<file path="config.mk">
export PLATFORM = sky130hd
export DESIGN_NAME = rpa_ctrl
export DESIGN_NICKNAME = d
export VERILOG_FILES = /design/src/rtl/rpa_pkg.sv /design/src/rtl/rpa_ctrl.sv
export SDC_FILE = /design/constraint.sdc
export NUM_CORES = 1
export LEC_CHECK = 0
export BUFFER_PORTS_ARGS = -buffer_cell sky130_fd_sc_hd__buf_2
export CAP_MARGIN = 20
export CORE_MARGIN = 3
export CORE_UTILIZATION = 35
export CTS_CLUSTER_SIZE = 12
export DETAILED_ROUTE_END_ITERATION = 7
export PLACE_DENSITY_LB_ADDON = 0.2
export SLEW_MARGIN = 20
export SYNTH_ARGS = -nofsm -noshare
export SYNTH_HDL_FRONTEND = slang
export SYNTH_SLANG_ARGS = --single-unit
</file>
<file path="constraint.sdc">
create_clock -name clock -period 2.02 [get_ports clock]
set_clock_uncertainty 0.1 [all_clocks]
set_input_delay 0.101 -clock clock [delete_from_list [all_inputs] [get_ports clock]]
set_output_delay 0.101 -clock clock [all_outputs]
set_load 0.01 [all_outputs]
</file>
<file path="src/rtl/rpa_pkg.sv">
// Shared constants, codes and control types of the page allocator.
// Used by every module of the block; depends on nothing.
package rpa_pkg;

   localparam int NUM_PAGES       = 4096;
   localparam int COUNT_BITS      = 8;
   localparam int PAGE_SHIFT      = 12;
   localparam int ADDR_BITS       = 40;
   localparam int IDX_BITS        = $clog2(NUM_PAGES);
   localparam int DEPTH_BITS      = 13;
   localparam int PAGE_FIELD_BITS = ADDR_BITS - PAGE_SHIFT;
   localparam int ACTION_BITS     = 2;
   localparam int STATUS_BITS     = 3;
   localparam int CSR_INDEX_BITS  = 1;

   localparam logic [COUNT_BITS-1:0] COUNT_MAX = {COUNT_BITS{1'b1}};

   localparam logic [ADDR_BITS-1:0] REGION_BASE_RESET = 40'h00_8000_0000;
   localparam logic [ADDR_BITS-1:0] REGION_LAST_RESET = 40'h00_8100_0000;

   localparam logic [CSR_INDEX_BITS-1:0] CSR_REGION_BASE = 1'b0;
   localparam logic [CSR_INDEX_BITS-1:0] CSR_REGION_LAST = 1'b1;

   localparam logic [ACTION_BITS-1:0] ACT_ALLOC  = 2'd0;
   localparam logic [ACTION_BITS-1:0] ACT_FREE   = 2'd1;
   localparam logic [ACTION_BITS-1:0] ACT_ADDREF = 2'd2;

   localparam logic [STATUS_BITS-1:0] ST_DONE      = 3'd0;
   localparam logic [STATUS_BITS-1:0] ST_NOROOM    = 3'd1;
   localparam logic [STATUS_BITS-1:0] ST_UNALIGNED = 3'd2;
   localparam logic [STATUS_BITS-1:0] ST_RANGE     = 3'd3;
   localparam logic [STATUS_BITS-1:0] ST_ZERO      = 3'd4;
   localparam logic [STATUS_BITS-1:0] ST_OVERFLOW  = 3'd5;
   localparam logic [STATUS_BITS-1:0] ST_FULL      = 3'd6;

   typedef struct packed {
      logic                clear_wr;
      logic [IDX_BITS-1:0] clear_idx;
      logic                accept;
      logic                fetch;
      logic                commit;
   } rpa_cmd_type;

   typedef struct packed {
      logic req_is_alloc;
   } rpa_sts_type;

endpackage

</file>
<file path="src/rtl/rpa_ctrl.sv">
// Controller of the page allocator: count clearing pass, request sequencing
// and the result word handshake. Depends on rpa_pkg.
module rpa_ctrl (
   input  logic                 clock,
   input  logic                 reset,
   input  logic                 req_valid,
   output logic                 req_ready,
   output logic                 rsp_valid,
   input  logic                 rsp_ready,
   input  rpa_pkg::rpa_sts_type sts,
   output rpa_pkg::rpa_cmd_type cmd
);

   typedef enum logic [1:0] {
      S_CLEAR,
      S_IDLE,
      S_FETCH,
      S_EXEC
   } state_type;

   state_type                     state_ff, state_in;
   logic [rpa_pkg::IDX_BITS-1:0]  clear_idx_ff, clear_idx_in;
   logic                          rsp_valid_ff, rsp_valid_in;

   always_comb begin
      state_in      = state_ff;
      clear_idx_in  = clear_idx_ff;
      rsp_valid_in  = rsp_valid_ff && !rsp_ready;
      cmd           = '0;
      cmd.clear_idx = clear_idx_ff;
      unique case (state_ff)
         S_CLEAR: begin
            cmd.clear_wr = 1'b1;
            clear_idx_in = clear_idx_ff + rpa_pkg::IDX_BITS'(1);
            if (clear_idx_ff == rpa_pkg::IDX_BITS'(rpa_pkg::NUM_PAGES - 1)) begin
               state_in = S_IDLE;
            end
         end
         S_IDLE: begin
            if (req_valid) begin
               cmd.accept = 1'b1;
               state_in   = sts.req_is_alloc ? S_FETCH : S_EXEC;
            end
         end
         S_FETCH: begin
            cmd.fetch = 1'b1;
            state_in  = S_EXEC;
         end
         S_EXEC: begin
            if (!rsp_valid_ff || rsp_ready) begin
               cmd.commit   = 1'b1;
               rsp_valid_in = 1'b1;
               state_in     = S_IDLE;
            end
         end
         default: begin
            state_in = S_IDLE;
         end
      endcase
   end

   always_ff @(posedge clock) begin
      if (reset) begin
         state_ff     <= S_CLEAR;
         clear_idx_ff <= '0;
         rsp_valid_ff <= 1'b0;
      end else begin
         state_ff     <= state_in;
         clear_idx_ff <= clear_idx_in;
         rsp_valid_ff <= rsp_valid_in;
      end
   end

   assign req_ready = (state_ff == S_IDLE);
   assign rsp_valid = rsp_valid_ff;

endmodule

</file>
==> metrics.txt <==
synthesized-area fraction occupied by adder cells 0.0785; clk root buf clkbuf_4; worst reg-to-reg path cell count 5; smallest setup slack after layout 0.221 ns; largest net degree at the start of global routing 16; syn nets 95; RR Startpoint state_ff[0]; Reg-to-Reg End clear_idx_ff[8]; # diodes 0; CP peak stage delay 0.39 ns; share of cells above drive strength 1 0.308; Compound-Gate Fraction of Synth Area 0.115; Area after DPL 915 um^2; Starting Density 0.387; Remaining Overflow, GRT 0; VDD IR max 0.283 mV; area delta synth->final 18.1%; global placer's final weighted congestion 0.692; fin util 0.456; Hold Crit Class in -> reg; Iteration-0 DRC Markers 6; global-route wire length before repair 2890 um; Post-Place Cells 130; drt total wl 1660 um; HPWL Detailed 1310 um; post-place setup slack 0.247 ns; CTS Sinks 15; Post-CTS Resized 0; CP max stage cell or3_1; met1 usage 0.170; die area 2890 um^2; post-synthesis register bit count 15; Mean Syn Cell Area 9.38 um^2; Slew Limit Fails 0; Worst Tran Pin Value 0.338 ns; io pins 23; Design Power 0.501 mW; mux cell area share after synthesis 0.0126; Post-Syn Area 797 um^2; Worst EP arrival 1.91 ns; max cap viols 0; fin crit period 1.80 ns; startpoint types register; Synthesis Warnings 0; CTS tree built; Synth Area in XOR/XNOR 0.0989; Storage cell area 300 um^2; initial antenna violation count 0; WHS Path Cells 2; die width 53.7 um; Layout Cells excl Fill 134; CP cell instances inv_1 -> ha_1 -> nand4_1 -> or3_1 -> a21oi_1; CP Class reg -> reg; Worst setup EP type register; setup_tns 0 ns; via-per-instance ratio 5.09; leakage power 0.438 nW; Hold Slack 0.0732 ns; fin area 941 um^2; vias in the first global route 660; Residual DRC 0; clock-pin slew on the worst setup and hold paths 0.09 ns; min-delay src reset; post-synthesis cell count 85; cts bufs inserted 3; # H-tree levels 1; Pre-Repair DR Iteration Count 4; Unique masters post-synth 32; max-slew headroom at the worst pin 0.775; RSZ-0062 raised after global routing false; M3 GR Usage 0.0277; Clock Latency Late Sink 0.27 ns; maximum root-to-sink buffer count 2; Power Dens Cells 532 nW/um^2; Routed Antenna Nets 0; wire per inst 12.4 um; Fin. Hold Viols 0; R2R Setup Slk 0.22 ns; final net count 118; CP Buf/Inv Count 1; sequential-to-total area share from yosys stat 0.377; GRT Resource Usage Total 0.133; I/O Buffers 22; total setup buffers inserted after CTS 0; total number of vias 682; fillers 219; final worst path period share 0.891; family with the most delay on the worst path simple AND/OR/NAND/NOR gates; simple-gate share of the synthesized area 0.272; final setup fails 0; Worst Path Required 2.13 ns; hold bufs inserted after CTS 0; gr busiest metal met2; Crit Path Max Fanout 8; Worst Hold Path EP clear_idx_ff[3]; grt met2 use 0.234; # rows 16; area of the multi-input gates 459 um^2; largest family of logic cells by synthesized area simple AND/OR/NAND/NOR gates; status complete, no violations; Max Clock Freq 556 MHz; core area 2060 um^2; die height 53.7 um
cell families after synthesis:
kind of cell | count (synthesis)
AO/OA/AOI/OAI | 12
XOR/XNOR | 9
adder cells (fa/ha/maj) | 5
buffers and inverters | 7
flip-flops | 15
multiplexers | 1
AND/OR/NAND/NOR | 36
registers in the layout, indices dropped and copies added, names as in the netlist:
signal        cells
clear_idx_ff     12
rsp_valid         1
state_ff          2
how the worst max path moves through the flow:
stage | startpoint | end | slack (ns) | cells after the start
finish | state_ff[0] | clear_idx_ff[8] | 0.22 | 5
global route | state_ff[0] | clear_idx_ff[8] | 0.01 | 5
CTS | state_ff[0] | clear_idx_ff[8] | 0.22 | 5
detailed placement | state_ff[0] | clear_idx_ff[6] | 0.25 | 5
global placement | state_ff[0] | clear_idx_ff[6] | 0.28 | 5
floorplan | state_ff[0] | clear_idx_ff[9] | 0.37 | 8
worst register-to-register path, stage by stage, from the launching register on:
cell	delay, ns
dfxtp_1	0.35
inv_1	0.09
ha_1	0.36
nand4_1	0.31
or3_1	0.39
a21oi_1	0.15
synth_stat cells, drive strengths merged:
cell,number,share of area
xor2,6,0.066
nor3,1,0.0063
a311oi,1,0.011
and2b,2,0.022
mux2i,1,0.013
inv,3,0.014
and4,2,0.024
nor2b,1,0.0079
nand2,3,0.014
dfxtp,15,0.38
and3,2,0.017
or3,2,0.016
nand4,5,0.066
a21oi,4,0.025
a22oi,1,0.0094
clkbuf,2,0.0094
o31ai,1,0.027
a22o,1,0.011
o21ai,3,0.019
nor2,12,0.057
xnor2,3,0.033
nand3,4,0.025
ha,5,0.078
o31a,1,0.013
nor3b,1,0.0094
buf,2,0.024
and2,1,0.0079
final cells by class:
type                    instances  share of cell area
clock buffers                   4              0.0279
inverters                       3              0.0120
multi-input cells              63               0.488
flip-flops and latches         15               0.319
well taps                      27              0.0359
repair buffers                 22               0.117
per-layer routing:
| layer | routed length, um | share of wire |
|---|---|---|
| met2 | 811 | 0.49 |
| met4 | 0 | 0 |
| met3 | 77 | 0.046 |
| met1 | 773 | 0.47 |
| met5 | 0 | 0 |
layout by cell type (no fill, tap or decap), types with 4 or more instances in the layout:
cell and instances:
a21oi_1 4, xor2_1 6, buf_2 22, nor2_1 12
nand3_1 4, ha_1 5, dfxtp_1 15
report_power, final:
group | internal, mW | switching, mW | total [mW]
registers | 0.301 | 0.00597 | 0.307
clock network | 0.0764 | 0.0895 | 0.166
logic | 0.0126 | 0.0155 | 0.0281
Note: power is estimated with default switching activity, not from simulation.
